$ cat src/sv/epl_pkg.sv
`timescale 1ns / 1ps

package epl_pkg;

  // Default limits for the top-level parameters.
  localparam int unsigned LINE_MAX_DEF = 1024;
  localparam int unsigned LEAD_MAX_DEF = 32;

  // Characters that the extractor looks for.
  localparam logic [7:0] CHAR_HASH   = 8'h23;
  localparam logic [7:0] CHAR_BSLASH = 8'h5C;
  localparam logic [7:0] CHAR_NL     = 8'h0A;
  localparam logic [7:0] CHAR_SPACE  = 8'h20;
  localparam logic [7:0] CHAR_TAB    = 8'h09;
  localparam logic [7:0] CHAR_CR     = 8'h0D;

  // Source of the next beat loaded into the output register.
  typedef enum logic [2:0] {
    LOAD_NONE,
    LOAD_NOW,
    LOAD_REPLAY,
    LOAD_MAIN,
    LOAD_NL
  } load_sel_e;

  // Commands from the controller to the datapath.
  typedef struct packed {
    logic      accept;
    logic      replay_start;
    logic      replay_next;
    load_sel_e load_sel;
    logic      load_last;
  } ctrl_cmd_t;

  // Status from the datapath to the controller.
  typedef struct packed {
    logic out_free;
    logic replay_need;
    logic has_main;
    logic need_nl;
    logic need_nl_q;
    logic replay_last;
  } dp_status_t;

  // Whitespace is space, tab, LF, VT, FF and CR.
  function automatic logic is_space(input logic [7:0] b);
    return (b == CHAR_SPACE) || ((b >= CHAR_TAB) && (b <= CHAR_CR));
  endfunction

endpackage

$ cat src/sv/epl_ctrl.sv
`timescale 1ns / 1ps

module epl_ctrl (
  input  logic                  clk_i,
  input  logic                  rst_ni,
  input  logic                  in_valid_i,
  output logic                  in_stall_o,
  input  epl_pkg::dp_status_t   status_i,
  output epl_pkg::ctrl_cmd_t    cmd_o
);

  typedef enum logic [1:0] {
    ST_IDLE,
    ST_REPLAY,
    ST_MAIN,
    ST_TAIL
  } state_e;

  state_e state_q, state_d;
  logic   accept;

  // Input is taken only when idle and the output register can take a beat.
  assign in_stall_o = !((state_q == ST_IDLE) && status_i.out_free);
  assign accept     = in_valid_i && !in_stall_o;

  // Sequencing of the beats caused by one input byte.
  always_comb begin
    state_d            = state_q;
    cmd_o              = '0;
    cmd_o.load_sel     = epl_pkg::LOAD_NONE;
    case (state_q)
      ST_IDLE: begin
        if (accept) begin
          cmd_o.accept = 1'b1;
          if (status_i.replay_need) begin
            cmd_o.replay_start = 1'b1;
            state_d            = ST_REPLAY;
          end else if (status_i.has_main) begin
            cmd_o.load_sel  = epl_pkg::LOAD_NOW;
            cmd_o.load_last = !status_i.need_nl;
            if (status_i.need_nl) begin
              state_d = ST_TAIL;
            end
          end
        end
      end
      ST_REPLAY: begin
        if (status_i.out_free) begin
          cmd_o.load_sel = epl_pkg::LOAD_REPLAY;
          if (status_i.replay_last) begin
            state_d = ST_MAIN;
          end else begin
            cmd_o.replay_next = 1'b1;
          end
        end
      end
      ST_MAIN: begin
        if (status_i.out_free) begin
          cmd_o.load_sel  = epl_pkg::LOAD_MAIN;
          cmd_o.load_last = !status_i.need_nl_q;
          state_d         = status_i.need_nl_q ? ST_TAIL : ST_IDLE;
        end
      end
      ST_TAIL: begin
        if (status_i.out_free) begin
          cmd_o.load_sel  = epl_pkg::LOAD_NL;
          cmd_o.load_last = 1'b1;
          state_d         = ST_IDLE;
        end
      end
      default: begin
        state_d = ST_IDLE;
      end
    endcase
  end

  // State register.
  always_ff @(posedge clk_i or negedge rst_ni) begin
    if (!rst_ni) begin
      state_q <= ST_IDLE;
    end else begin
      state_q <= state_d;
    end
  end

`ifndef ASSERT_OFF
  // A beat is never loaded over one that the receiver still holds.
  assert property (@(posedge clk_i) disable iff (!rst_ni)
    (cmd_o.load_sel != epl_pkg::LOAD_NONE) |-> status_i.out_free)
    else $error("beat loaded while output register busy");

  // A directive with held whitespace always starts a replay.
  assert property (@(posedge clk_i) disable iff (!rst_ni)
    (accept && status_i.replay_need) |=> (state_q == ST_REPLAY))
    else $error("replay not started");

  // The appended newline follows the main beat when one is owed.
  assert property (@(posedge clk_i) disable iff (!rst_ni)
    (state_q == ST_MAIN && status_i.out_free && status_i.need_nl_q)
      |=> (state_q == ST_TAIL))
    else $error("final newline skipped");
`endif

endmodule

$ cat src/sv/epl_datapath.sv
`timescale 1ns / 1ps

module epl_datapath #(
  parameter int unsigned LINE_MAX = epl_pkg::LINE_MAX_DEF,
  parameter int unsigned LEAD_MAX = epl_pkg::LEAD_MAX_DEF
) (
  input  logic                  clk_i,
  input  logic                  rst_ni,
  input  logic [7:0]            in_byte_i,
  input  logic                  final_req_i,
  input  epl_pkg::ctrl_cmd_t    cmd_i,
  output epl_pkg::dp_status_t   status_o,
  input  logic                  out_stall_i,
  output logic                  out_valid_o,
  output logic [7:0]            out_byte_o,
  output logic                  last_of_run_o,
  output logic                  ws_truncated_o,
  output logic                  line_too_long_o
);

  localparam int unsigned LenW  = (LINE_MAX > 1) ? $clog2(LINE_MAX) : 1;
  localparam int unsigned LeadW = $clog2(LEAD_MAX + 1);
  localparam int unsigned AddrW = (LEAD_MAX > 1) ? $clog2(LEAD_MAX) : 1;
  localparam logic [LenW-1:0]  LenLimit = LenW'(LINE_MAX - 1);
  localparam logic [LeadW-1:0] LeadFull = LeadW'(LEAD_MAX);

  typedef enum logic [1:0] {
    MODE_LEAD,
    MODE_PASS,
    MODE_SKIP,
    MODE_ERR
  } line_mode_e;

  // Line state.
  line_mode_e       mode_q, mode_d;
  logic [LenW-1:0]  len_q, len_d;
  logic [LeadW-1:0] lead_cnt_q, lead_cnt_d;
  logic             lead_ovf_q, lead_ovf_d;
  logic             bslash_q, bslash_d;

  // Held leading whitespace.
  logic [7:0]       lead_mem [LEAD_MAX];
  logic             wr_en;
  logic [AddrW-1:0] rd_addr;
  logic [7:0]       rd_data_q;

  // Replay sequencing and the latched main beat.
  logic [LeadW-1:0] idx_q, replay_cnt_q;
  logic [7:0]       main_byte_q, main_byte;
  logic             main_trunc_q, main_trunc;
  logic             main_err_q, main_err;
  logic             need_nl_q, need_nl;
  logic             has_main, replay_need;

  // Output register.
  logic             out_valid_q;
  logic [7:0]       out_byte_q;
  logic             out_last_q, out_trunc_q, out_err_q;
  logic             out_free;

  logic             b_ws;

  assign b_ws     = epl_pkg::is_space(in_byte_i);
  assign out_free = !out_valid_q || !out_stall_i;

  // Decode of the presented byte against the line state.
  always_comb begin
    mode_d      = mode_q;
    len_d       = len_q;
    lead_cnt_d  = lead_cnt_q;
    lead_ovf_d  = lead_ovf_q;
    bslash_d    = bslash_q;
    wr_en       = 1'b0;
    has_main    = 1'b0;
    replay_need = 1'b0;
    main_byte   = in_byte_i;
    main_trunc  = 1'b0;
    main_err    = 1'b0;
    need_nl     = 1'b0;
    if (mode_q != MODE_ERR) begin
      if (in_byte_i == epl_pkg::CHAR_NL) begin
        if (mode_q == MODE_PASS) begin
          has_main = 1'b1;
          mode_d   = bslash_q ? MODE_PASS : MODE_LEAD;
        end else begin
          mode_d = MODE_LEAD;
        end
        len_d      = '0;
        lead_cnt_d = '0;
        lead_ovf_d = 1'b0;
        bslash_d   = 1'b0;
      end else if (len_q >= LenLimit) begin
        has_main  = 1'b1;
        main_byte = 8'h00;
        main_err  = 1'b1;
        mode_d    = MODE_ERR;
      end else begin
        len_d = len_q + LenW'(1);
        case (mode_q)
          MODE_LEAD: begin
            if (b_ws) begin
              if (lead_cnt_q < LeadFull) begin
                wr_en      = 1'b1;
                lead_cnt_d = lead_cnt_q + LeadW'(1);
              end else begin
                lead_ovf_d = 1'b1;
              end
            end else if (in_byte_i == epl_pkg::CHAR_HASH) begin
              has_main    = 1'b1;
              replay_need = (lead_cnt_q != '0);
              main_trunc  = lead_ovf_q;
              mode_d      = MODE_PASS;
              bslash_d    = 1'b0;
              lead_cnt_d  = '0;
              lead_ovf_d  = 1'b0;
            end else begin
              mode_d     = MODE_SKIP;
              lead_cnt_d = '0;
              lead_ovf_d = 1'b0;
            end
          end
          MODE_PASS: begin
            has_main = 1'b1;
            if (!b_ws) begin
              bslash_d = (in_byte_i == epl_pkg::CHAR_BSLASH);
            end
          end
          default: begin
          end
        endcase
      end
    end
    // The last byte of a file closes an open passed line and resets the line state.
    if (final_req_i) begin
      need_nl    = (mode_d == MODE_PASS) && (len_d != '0);
      mode_d     = MODE_LEAD;
      len_d      = '0;
      lead_cnt_d = '0;
      lead_ovf_d = 1'b0;
      bslash_d   = 1'b0;
    end
  end

  // Line state registers, updated once per accepted byte.
  always_ff @(posedge clk_i or negedge rst_ni) begin
    if (!rst_ni) begin
      mode_q     <= MODE_LEAD;
      len_q      <= '0;
      lead_cnt_q <= '0;
      lead_ovf_q <= 1'b0;
      bslash_q   <= 1'b0;
    end else if (cmd_i.accept) begin
      mode_q     <= mode_d;
      len_q      <= len_d;
      lead_cnt_q <= lead_cnt_d;
      lead_ovf_q <= lead_ovf_d;
      bslash_q   <= bslash_d;
    end
  end

  // Replay read address: first entry on start, then one entry per beat sent.
  always_comb begin
    if (cmd_i.replay_start) begin
      rd_addr = '0;
    end else if (cmd_i.replay_next) begin
      rd_addr = AddrW'(idx_q + LeadW'(1));
    end else begin
      rd_addr = AddrW'(idx_q);
    end
  end

  // Whitespace buffer with a registered read port.
  always_ff @(posedge clk_i) begin
    if (cmd_i.accept && wr_en) begin
      lead_mem[lead_cnt_q[AddrW-1:0]] <= in_byte_i;
    end
    rd_data_q <= lead_mem[rd_addr];
  end

  // Main beat latch and replay counters.
  always_ff @(posedge clk_i) begin
    if (cmd_i.accept) begin
      main_byte_q  <= main_byte;
      main_trunc_q <= main_trunc;
      main_err_q   <= main_err;
      replay_cnt_q <= lead_cnt_q;
    end
    if (cmd_i.replay_start) begin
      idx_q <= '0;
    end else if (cmd_i.replay_next) begin
      idx_q <= idx_q + LeadW'(1);
    end
  end

  always_ff @(posedge clk_i or negedge rst_ni) begin
    if (!rst_ni) begin
      need_nl_q <= 1'b0;
    end else if (cmd_i.accept) begin
      need_nl_q <= need_nl;
    end
  end

  // Output register holds one beat until the receiver takes it.
  always_ff @(posedge clk_i or negedge rst_ni) begin
    if (!rst_ni) begin
      out_valid_q <= 1'b0;
    end else if (cmd_i.load_sel != epl_pkg::LOAD_NONE) begin
      out_valid_q <= 1'b1;
    end else if (!out_stall_i) begin
      out_valid_q <= 1'b0;
    end
  end

  always_ff @(posedge clk_i) begin
    case (cmd_i.load_sel)
      epl_pkg::LOAD_NOW: begin
        out_byte_q  <= main_byte;
        out_trunc_q <= main_trunc;
        out_err_q   <= main_err;
        out_last_q  <= cmd_i.load_last;
      end
      epl_pkg::LOAD_REPLAY: begin
        out_byte_q  <= rd_data_q;
        out_trunc_q <= 1'b0;
        out_err_q   <= 1'b0;
        out_last_q  <= cmd_i.load_last;
      end
      epl_pkg::LOAD_MAIN: begin
        out_byte_q  <= main_byte_q;
        out_trunc_q <= main_trunc_q;
        out_err_q   <= main_err_q;
        out_last_q  <= cmd_i.load_last;
      end
      epl_pkg::LOAD_NL: begin
        out_byte_q  <= epl_pkg::CHAR_NL;
        out_trunc_q <= 1'b0;
        out_err_q   <= 1'b0;
        out_last_q  <= cmd_i.load_last;
      end
      default: begin
      end
    endcase
  end

  assign out_valid_o     = out_valid_q;
  assign out_byte_o      = out_byte_q;
  assign last_of_run_o   = out_last_q;
  assign ws_truncated_o  = out_trunc_q;
  assign line_too_long_o = out_err_q;

  // Status toward the controller.
  assign status_o.out_free    = out_free;
  assign status_o.replay_need = replay_need;
  assign status_o.has_main    = has_main;
  assign status_o.need_nl     = need_nl;
  assign status_o.need_nl_q   = need_nl_q;
  assign status_o.replay_last =
    ((LeadW + 1)'(idx_q) + (LeadW + 1)'(1)) == (LeadW + 1)'(replay_cnt_q);

`ifndef ASSERT_OFF
  // The whitespace count never passes the buffer depth.
  assert property (@(posedge clk_i) disable iff (!rst_ni)
    lead_cnt_q <= LeadFull)
    else $error("whitespace count beyond buffer");

  // The line length never passes the limit that triggers the error beat.
  assert property (@(posedge clk_i) disable iff (!rst_ni)
    len_q <= LenLimit)
    else $error("line length beyond limit");
`endif

endmodule

$ cat src/sv/extract_preprocessor_lines.sv
`timescale 1ns / 1ps

// Preprocessor line extractor.
// Input channel (in_valid_i / in_stall_o): one beat per byte of a text file,
// with final_req_i high on the last byte of the file. Output channel
// (out_valid_o / out_stall_i): one beat per byte of extracted text; the
// last_of_run_o flag marks the final beat caused by one input byte.
// Throughput: one input byte per cycle while no beats back up and no byte
// is still sending extra beats, which stalls the input. A '#' that follows
// held whitespace bytes is handled as an accept step, a read of the whitespace
// buffer per held byte, then the '#', plus an appended newline when it also
// carries final_req_i and one is owed. Any other final byte that closes a
// passed line also sends an appended newline. The first beat of a byte comes
// from the output register; a replayed whitespace run is first read from a
// registered memory. Reset clears the line state and the output register; no
// clearing pass is needed. When the receiver stalls, the output beat holds
// and the input is stalled until the output register frees up.
module extract_preprocessor_lines #(
  parameter int unsigned LINE_MAX = epl_pkg::LINE_MAX_DEF,
  parameter int unsigned LEAD_MAX = epl_pkg::LEAD_MAX_DEF
) (
  input  logic       clk_i,
  input  logic       rst_ni,
  input  logic       in_valid_i,
  output logic       in_stall_o,
  input  logic [7:0] in_byte_i,
  input  logic       final_req_i,
  output logic       out_valid_o,
  input  logic       out_stall_i,
  output logic [7:0] out_byte_o,
  output logic       last_of_run_o,
  output logic       ws_truncated_o,
  output logic       line_too_long_o
);

  epl_pkg::ctrl_cmd_t  cmd;
  epl_pkg::dp_status_t status;

  // Sequencer for the beats of each input byte.
  epl_ctrl u_ctrl (
    .clk_i      (clk_i),
    .rst_ni     (rst_ni),
    .in_valid_i (in_valid_i),
    .in_stall_o (in_stall_o),
    .status_i   (status),
    .cmd_o      (cmd)
  );

  // Line state, whitespace buffer and output register.
  epl_datapath #(
    .LINE_MAX (LINE_MAX),
    .LEAD_MAX (LEAD_MAX)
  ) u_datapath (
    .clk_i           (clk_i),
    .rst_ni          (rst_ni),
    .in_byte_i       (in_byte_i),
    .final_req_i     (final_req_i),
    .cmd_i           (cmd),
    .status_o        (status),
    .out_stall_i     (out_stall_i),
    .out_valid_o     (out_valid_o),
    .out_byte_o      (out_byte_o),
    .last_of_run_o   (last_of_run_o),
    .ws_truncated_o  (ws_truncated_o),
    .line_too_long_o (line_too_long_o)
  );

endmodule
$ cat config.mk
export PLATFORM = sky130hd
export DESIGN_NAME = extract_preprocessor_lines
export DESIGN_NICKNAME = d
export VERILOG_FILES = /design/src/sv/epl_pkg.sv /design/src/sv/epl_ctrl.sv /design/src/sv/epl_datapath.sv /design/src/sv/extract_preprocessor_lines.sv
export SDC_FILE = /design/constraint.sdc
export NUM_CORES = 1
export LEC_CHECK = 0
export ABC_CLOCK_PERIOD_IN_PS = 10000
export BUFFER_PORTS_ARGS = -buffer_cell sky130_fd_sc_hd__buf_4
export CAP_MARGIN = 20
export CORE_MARGIN = 2
export CORE_UTILIZATION = 35
export DETAILED_ROUTE_END_ITERATION = 7
export GPL_ROUTABILITY_DRIVEN = 0
export HOLD_SLACK_MARGIN = 0.08
export PLACE_DENSITY = 0.51
export SLEW_MARGIN = 40
export SYNTH_ARGS = -nofsm -noshare
export SYNTH_HDL_FRONTEND = slang
export SYNTH_SLANG_ARGS = --single-unit
$ cat constraint.sdc
create_clock -name clk_i -period 10 [get_ports clk_i]
set_input_delay 1 -clock clk_i [delete_from_list [all_inputs] [get_ports clk_i]]
set_output_delay 1 -clock clk_i [all_outputs]
set_load 0.02 [all_outputs]
==> results.cfg, run 1 <==
[run_status]
status = complete, no violations

[power]
cellPowerDensity_nw_per_um2 = 190
vdd_drop_max_v = 0.000112
p_leak_nw = 5.18

[cts]
cts_tree = yes
cts_buffers = 37
cts.clk_slew.worst_paths_ps = 60
cts_setup_buffers = 0
clk_path_buf_depth = 3
cts_hold_buf = 0
clk_latency_ps = 550
cts-root-buf = clkbuf_16
cts_resized = 0
clock_sinks = 321
htreeDepth = 2

[critical_path]
crit_buf_inv = 2
cp.required_ps = 10400
path_cells = a211oi_1, nand2_1, nor3_1, a21boi_1, a21oi_4, inv_4, buf_6, mux2_4, a222oi_1, and4_1, nand4_1
cp-end-kind = flip-flop
crit_family = compound AO/OA/AOI/OAI gates
cp.arrival_ps = 5690
cpPeakStageDelay_ps = 730
crit_path_top_delay_cell = nor3_1
crit_type = reg2reg
path_max_fanout = 70
startpoint_type = flip-flop

[layout]
fillers = 3755
instances_no_fill = 1599
stdcell_area_um2 = 16000
mostFrequentLayoutCell = edfxtp_1
multi_input_area_um2 = 4470
register_area_um2 = 9380
drive_gt1_frac = 0.164
layout_common_cells = edfxtp_1 (283), nand2_1 (99), mux2i_1 (68)
synthToLayoutAreaGrowth_pct = 13.6
nNetsFinal = 1064

[detailed_routing]
wl_per_cell_um = 22.1
drc = 0
firstDrtPassIters = 5
wl_um = 35400
vias = 8665
avgViaCountPerCell = 5.42
dr.first_iter.drc_count = 672
ant_nets = 0

[floorplanning]
core_um2 = 39700
die_width_um = 204
dieArea_um2 = 41800
rows = 73
die_y_um = 204
io_pins = 26
start_util = 0.354

[synth]
synthCells = 1022
synth_nets = 1041
ys_types = 78
syn_area_per_cell_um2 = 13.8
yosys-top-cells-area = edfxtp_1 (60%), mux2i_1 (4.9%), dfrtp_1 (4.3%)
synth_top_area_share = 0.604
ys_ff_latch = 321
yosysTopAreaCell = edfxtp_1
netlist_area_um2 = 14100
synth_edf_count = 283
async_flop_share = 0.0748
synth_top_flop_cell = edfxtp_1
synth-seq-area-share = 0.667
ys_warn_count = 0

[global_route]
grt_pass1_vias = 8306
grt_max_degree = 71
track_usage = 0.171
grt_overflow_total = 0
antenna_found_initial = 1
grt_pass1_wl_um = 53600

[place]
place_area_um2 = 14800
dp_slack_ps = 4190
io_buffers = 25
dp.cells = 1531
place_hpwl_um = 22900

[flow_run]
drv_cap = 0

[timing]
slew_headroom = 0.426
drv_slew = 0
finalCriticalPeriod_ps = 5280
hold_viol = 0
fin_crit_sh = 0.528
finalSetupTns_ps = 0
setup_ws_ps = 4720
rsz0062_at_grt = no
tightest_slew_ps = 862
finalSetupViolations = 0
fmax_ghz = 0.189
finClkSkew_ps = 30.7

[min_path]
hold_path.class = in2async
==> cells by family (layout without fill, tap and decap cells) <==
| kind of cell | after synthesis | count (layout) | share of synthesized area |
|---|---|---|---|
| other cells | 0 | 1 | 0 |
| simple gates | 296 | 296 | 0.101 |
| buf+inv | 71 | 122 | 0.0238 |
| fa+ha+maj | 6 | 6 | 0.00534 |
| flops | 321 | 321 | 0.667 |
| compound gates | 189 | 189 | 0.0957 |
| xor+xnor | 14 | 14 | 0.00872 |
| mux | 125 | 125 | 0.0990 |
==> state kept, by name (all words and copies together) (netlist names) <==
name,cells
u_ctrl.state_q,2
u_datapath.bslash_q,1
u_datapath.idx_q,6
u_datapath.last_of_run_o,1
u_datapath.lead_cnt_q,6
u_datapath.lead_mem,256
u_datapath.lead_ovf_q,1
u_datapath.len_q,10
u_datapath.line_too_long_o,1
u_datapath.main_byte_q,8
u_datapath.main_err_q,1
u_datapath.main_trunc_q,1
u_datapath.mode_q,2
u_datapath.need_nl_q,1
u_datapath.out_byte_o,8
u_datapath.out_valid_o,1
u_datapath.rd_data_q,8
u_datapath.replay_cnt_q,6
u_datapath.ws_truncated_o,1
==> layer usage <==
metal / part of all wire / up-vias / track usage / routed length (um)
li1: - / 4019 / - / -
met1: 0.47 / 4330 / 0.249 / 16800
met2: 0.46 / 262 / 0.265 / 16100
met3: 0.048 / 54 / 0.0239 / 1690
met4: 0.023 / 0 / 0.0541 / 811
met5: 0 / - / 0 / 0
==> cell usage after synthesis (all sizes together) (9+ instances only) <==
master	n
edfxtp	283
nand2	99
nor2	85
mux2i	69
mux2	50
a21oi	35
o21ai	31
nand3	28
inv	25
clkbuf	24
dfrtp	24
buf	22
a22oi	19
a221oi	15
dfxtp	14
nand4	14
a31oi	11
a211oi	10
nor3	10
xnor2	9
==> power breakdown <==
| part | switching [mW] | internal, mW | total [mW] |
|---|---|---|---|
| clock | 0.540 | 0.748 | 1.29 |
| sequential | 0.0275 | 1.48 | 1.50 |
| combinational | 0.151 | 0.0922 | 0.244 |
| total | 0.719 | 2.32 | 3.04 |
==> area by class of cell <==
class,count,share of cell area
Sequential cell,321,0.587
Multi-Input combinational cell,630,0.280
Clock buffer,43,0.0607
Tap cell,525,0.0411
Timing Repair Buffer,30,0.0143
Clock inverter,24,0.0113
Inverter,25,0.00603
Antenna cell,1,0.000157
==> worst paths after layout <==
path	startpoint	end	cells past startpoint	slack (ps)
max in group asynchronous	rst_ni	u_datapath.bslash_q$_DFFE_PN0P_	1	9370
max	u_ctrl.state_q[1]$_DFFE_PN0P_	u_datapath.rd_data_q[5]$_DFF_P_	11	4720
min	rst_ni	u_datapath.len_q[5]$_DFFE_PN0P_	1	380
min in group clk_i	u_datapath.need_nl_q$_DFFE_PN0P_	u_datapath.need_nl_q$_DFFE_PN0P_	2	520
min reg2reg	u_datapath.need_nl_q$_DFFE_PN0P_	u_datapath.need_nl_q$_DFFE_PN0P_	2	520
max reg2reg	u_ctrl.state_q[1]$_DFFE_PN0P_	u_datapath.rd_data_q[5]$_DFF_P_	11	4720
==> through the flow <==
| step | util | hold slack (ps) | power (mW) |
|---|---|---|---|
| finish | 0.402 | 379 | 3.04 |
| global route | 0.402 | 390 | 3.14 |
| CTS | 0.402 | 366 | 3.07 |
| detailed placement | 0.373 | 511 | 1.78 |
| global placement | 0.371 | 496 | 1.78 |
| floorplan | - | 423 | 1.68 |
No activity file was read; power rests on OpenSTA's default activity.
==> inputs of run 2 (changes only) <==
- ABC_CLOCK_PERIOD_IN_PS: 10000 -> 5100
- clock period: 10 -> 5.1 ns (I/O delays scaled with it)
==> run 2 against run 1 <==
Net effect: flip-flop and latch count did not move; power grew 110%; setup slack worse by 4100 ps; register-to-register slack worse by 4100 ps; wire length up 0.76%; global-route usage increased by 0.12 points; critical path type unchanged.
==> results.cfg, run 2 (synthesized netlist as in run 1, its figures left out) <==
[critical_path]
cp-end-kind = flip-flop
crit_path_top_delay_cell = mux2i_1
path_max_fanout = 10
cp.required_ps = 5500
crit_end = u_datapath.rd_data_q[3]$_DFF_P_
cpPeakStageDelay_ps = 660
cp.arrival_ps = 4860
worst-path-stages = 10
rrSetupSlack_ps = 650
crit_type = reg2reg
crit_family = compound AO/OA/AOI/OAI gates
path_cells = ha_1, and2_1, a211o_1, a221o_1, o211ai_1, mux2i_1, a21oi_1, a222oi_1, and4b_1, nand4_1
worstSetupStartpoint = u_datapath.idx_q[0]$_SDFFE_PP0P_
ff2ff_path_depth = 10
crit_buf_inv = 0
startpoint_type = flip-flop
r2r-start = u_datapath.idx_q[0]$_SDFFE_PP0P_
timing.rr.end = u_datapath.rd_data_q[3]$_DFF_P_

[floorplanning]
dieArea_um2 = 41800
core_um2 = 39700
die_width_um = 204
rows = 73
io_pins = 26
die_y_um = 204
start_util = 0.354

[detailed_routing]
ant_nets = 0
avgViaCountPerCell = 5.39
firstDrtPassIters = 7
vias = 8779
drc = 0
dr.first_iter.drc_count = 727
wl_per_cell_um = 21.9
wl_um = 35600

[layout]
antenna_cells = 0
synthToLayoutAreaGrowth_pct = 16.5
drive_gt1_frac = 0.181
nNetsFinal = 1095
mostFrequentLayoutCell = edfxtp_1
fillers = 3680
largest_register_ffs = 256
layout_common_cells = edfxtp_1 (283), nand2_1 (99), mux2i_1 (68)
instances_no_fill = 1630
stdcell_area_um2 = 16400

[power]
power_frac_comb = 0.083
p_leak_nw = 5.42
vdd_drop_max_v = 0.000304
cellPowerDensity_nw_per_um2 = 386
pwr-share-seq = 0.465
power.internal_mw = 4.90
switching_share = 0.227
power.switching_mw = 1.44
power.share.clock = 0.452

[cts]
cts_tree = yes
clk_latency_ps = 540
htreeDepth = 2
clock_sinks = 321
clk_path_buf_depth = 3
cts_buffers = 37
cts_resized = 0
cts.clk_slew.worst_paths_ps = 60
cts-root-buf = clkbuf_16

[timing]
drv_slew = 0
finClkSkew_ps = 15.3
fin_crit_sh = 0.873
tightest_slew_ps = 869
rsz0062_at_grt = no
finalSetupViolations = 0
slew_headroom = 0.421
finalCriticalPeriod_ps = 4450
hold_viol = 0
holdWs_ps = 256
finalSetupTns_ps = 0
fmax_ghz = 0.224

[place]
place_hpwl_um = 23800
io_buffers = 25
place_area_um2 = 15000
dp.cells = 1561

[global_route]
grt_pass1_vias = 8503
grt_overflow_total = 0
track_usage = 0.173
grt_pass1_wl_um = 54200
antenna_found_initial = 0
grt_max_degree = 40

[min_path]
hold_path.class = in2reg

[run_status]
status = complete, no violations

[flow_run]
drv_cap = 0
run 2: cell count changes in the layout (fill, tap and decap cells not counted), sizes merged:
cell	before	now
diode	1	0
clkinv	20	1
clkbuf	43	60
buf	30	60
dlygate4sd3	0	1
clkinvlp	2	0
bufinv	2	5
inv	25	27
run 2: power groups by stage:
stage,clock network (mW),registers (mW),logic [mW]
2_1_floorplan,0,2.96,0.341
3_3_place_gp,0,3.00,0.531
3_5_place_dp,0,3.00,0.531
4_1_cts,2.92,2.95,0.533
5_1_grt,3.02,2.95,0.571
6_report,2.86,2.95,0.526
run 2: worst min path at each step:
stage / from / to / slack, ps / cells after the start
after floorplan: rst_ni / u_ctrl.state_q[0]$_DFFE_PN0P_ / 210 / 0
after global placement: rst_ni / u_datapath.len_q[5]$_DFFE_PN0P_ / 440 / 1
after detailed placement: rst_ni / u_datapath.len_q[5]$_DFFE_PN0P_ / 440 / 1
after CTS: in_byte_i[4] / u_datapath.lead_mem[6][4]$_DFFE_PP_ / 230 / 1
after global routing: in_byte_i[4] / u_datapath.lead_mem[6][4]$_DFFE_PP_ / 250 / 1
final: in_byte_i[4] / u_datapath.lead_mem[6][4]$_DFFE_PP_ / 260 / 1
run 2: per-stage QoR:
step,setup slack [ps],util,power (mW)
after floorplan,1870,-,3.30
after global placement,732,0.377,3.53
after detailed placement,622,0.378,3.53
after CTS,619,0.412,6.40
after global routing,387,0.412,6.54
final,646,0.412,6.33
run 2: final cells by class:
type	instances	area, um^2	area share
sequential	321	9380	0.572
timing repair buffer	61	473	0.0289
tap	525	657	0.0401
multi-input combinational	630	4440	0.271
clock inverter	8	200	0.0122
inverter	25	96.3	0.00588
clock buffer	60	1140	0.0698
run 2: what timing repair did:
action                                 in CTS  in global routing
endpoints found under the hold margin      24                  0
hold buffers                                1                  0
setup buffers                               0                  0
run 2: metal layers:
layer,GRT usage,wire [um],up-vias
li1,-,-,4075
met1,0.256,17100,4427
met2,0.266,16200,243
met3,0.0275,1780,34
met4,0.0399,496,0
met5,0,0,-
==> inputs of run 3 (changes only) <==
- ABC_CLOCK_PERIOD_IN_PS: 5100 -> 4200
- CORE_UTILIZATION: 35 -> 50
- PLACE_DENSITY: 0.51 -> 0.67
- REMOVE_ABC_BUFFERS: unset -> 1
- clock period: 5.1 -> 4.2 ns (I/O delays scaled with it)
==> run 3 against run 2 <==
Net effect: final area shrank 2.4%; sequential share of layout area grew 1.4 points; largest power group unchanged; power grew 9.5%; critical path type unchanged; utilization grew 16 points; combinational power grew 27%; largest cell class unchanged.
==> results.cfg, run 3 (synthesized netlist as in run 1, its figures left out) <==
[floorplanning]
die_width_um = 172
dieArea_um2 = 29500
start_util = 0.506
io_pins = 26
rows = 61
core_um2 = 27800
die_y_um = 172

[layout]
largest_register_ffs = 256
register_area_um2 = 9380
nNetsFinal = 1110
fillers = 2275
layout_common_cells = edfxtp_1 (283), nand2_1 (99), nor2_1 (85)
multi_input_area_um2 = 4390
synthToLayoutAreaGrowth_pct = 13.6
drive_gt1_frac = 0.173
antenna_cells = 0
mostFrequentLayoutCell = edfxtp_1
stdcell_area_um2 = 16000

[detailed_routing]
dr.first_iter.drc_count = 1165
vias = 9012
wl_um = 34300
drc = 0
wl_per_cell_um = 23.0
ant_nets = 0
firstDrtPassIters = 8
avgViaCountPerCell = 6.04

[timing]
finClkSkew_ps = 19.1
finalCriticalPeriod_ps = 4060
fin_crit_sh = 0.967
rsz0062_at_grt = no
tightest_slew_ps = 837
hold_viol = 0
drv_slew = 0
finalSetupViolations = 0
fmax_ghz = 0.246
slew_headroom = 0.440
holdWs_ps = 182
finalSetupTns_ps = 0
setup_ws_ps = 139

[global_route]
grt_pass1_vias = 8629
grt_overflow_total = 0
grt_pass1_wl_um = 52300
track_usage = 0.237
antenna_found_initial = 0
grt_max_degree = 44

[run_status]
status = complete, no violations

[power]
total_power_mw = 6.93
vdd_drop_max_v = 0.000442
cellPowerDensity_nw_per_um2 = 434
p_leak_nw = 5.35

[cts]
htreeDepth = 2
clk_path_buf_depth = 3
cts_tree = yes
cts-root-buf = clkbuf_16
cts.clk_slew.worst_paths_ps = 60
clock_sinks = 321
cts_buffers = 34
clk_latency_ps = 510

[place]
dp_slack_ps = 137
place_hpwl_um = 23400
place_area_um2 = 15000
io_buffers = 25

[critical_path]
cp.arrival_ps = 4490
path_cells = ha_2, and2_1, a211o_1, a221oi_1, a2111oi_0, a211oi_1, nor2_1, a221oi_1, nand3_1, nand4_1
cpMostUsedCell = a221oi_1
crit_buf_inv = 0
cp-end-kind = flip-flop
crit_family = compound AO/OA/AOI/OAI gates
crit_type = reg2reg
crit_path_top_delay_cell = a221oi_1
path_max_fanout = 7
startpoint_type = flip-flop
cpPeakStageDelay_ps = 630
cp.required_ps = 4630

[flow_run]
drv_cap = 0

[min_path]
hold_path.class = in2reg
## run 3: cell types whose count changed in the layout (fill, tap and decap cells not counted), sizes merged
cell | previous run | this run
clkinvlp | 0 | 1
inv | 27 | 26
buf | 60 | 78
clkinv | 1 | 16
clkbuf | 60 | 42
bufinv | 5 | 0
## run 3: what timing repair did
action	CTS	global route
endpoints found under the hold margin	24	0
resized for setup	0	10
setup endpoints to repair	0	3
buffers inserted	0	0
hold buffers	1	0
## run 3: final timing paths
path                                             startpoint                                    to  slack (ps)  depth (start not counted)
setup / recovery           u_datapath.idx_q[0]$_SDFFE_PP0P_       u_datapath.rd_data_q[3]$_DFF_P_         140                         10
hold / removal                                  out_stall_i    u_datapath.out_valid_o$_DFFE_PN0P_         180                          3
setup reg to reg           u_datapath.idx_q[0]$_SDFFE_PP0P_       u_datapath.rd_data_q[3]$_DFF_P_         140                         10
hold reg to reg               u_ctrl.state_q[1]$_DFFE_PN0P_    u_datapath.out_valid_o$_DFFE_PN0P_         510                          2
max in group asynchronous                            rst_ni  u_datapath.lead_cnt_q[3]$_DFFE_PN0P_        3570                          2
min in group asynchronous                            rst_ni    u_datapath.out_valid_o$_DFFE_PN0P_         350                          2
## run 3: per-layer routing
metal | vias to the layer above | GRT usage | wire [um]
li1 | 4099 | - | -
met4 | 0 | 0.0566 | 657
met3 | 39 | 0.0318 | 2110
met5 | - | 0 | 0
met2 | 363 | 0.381 | 16200
met1 | 4511 | 0.346 | 15400
## run 3: final cells by class
cell class,count,area share
sequential,321,0.587
tap,378,0.0296
clock buffer,42,0.0564
clock inverter,18,0.00540
timing repair buffer,79,0.0408
multi-input combinational,630,0.275
inverter,25,0.00618
## run 3: stage by stage
stage | utilization | cells
global placement | 0.538 | 1432
finish | 0.576 | 1493
floorplan | - | 976
global route | 0.576 | 1493
CTS | 0.575 | 1493
detailed placement | 0.539 | 1432
## run 3: worst register-to-register path, cell delays in order, from the launching register on
cell	delay (ps)
dfxtp_1	370
ha_2	240
and2_1	220
a211o_1	340
a221oi_1	570
a2111oi_0	290
a211oi_1	540
nor2_1	320
a221oi_1	630
nand3_1	290
nand4_1	160
## run 3: report_power, final
group          internal (mW)  leakage, nW  switching [mW]
Clock                   1.52        0.488            1.17
Sequential              3.51         3.01          0.0551
Combinational          0.253         1.86           0.413
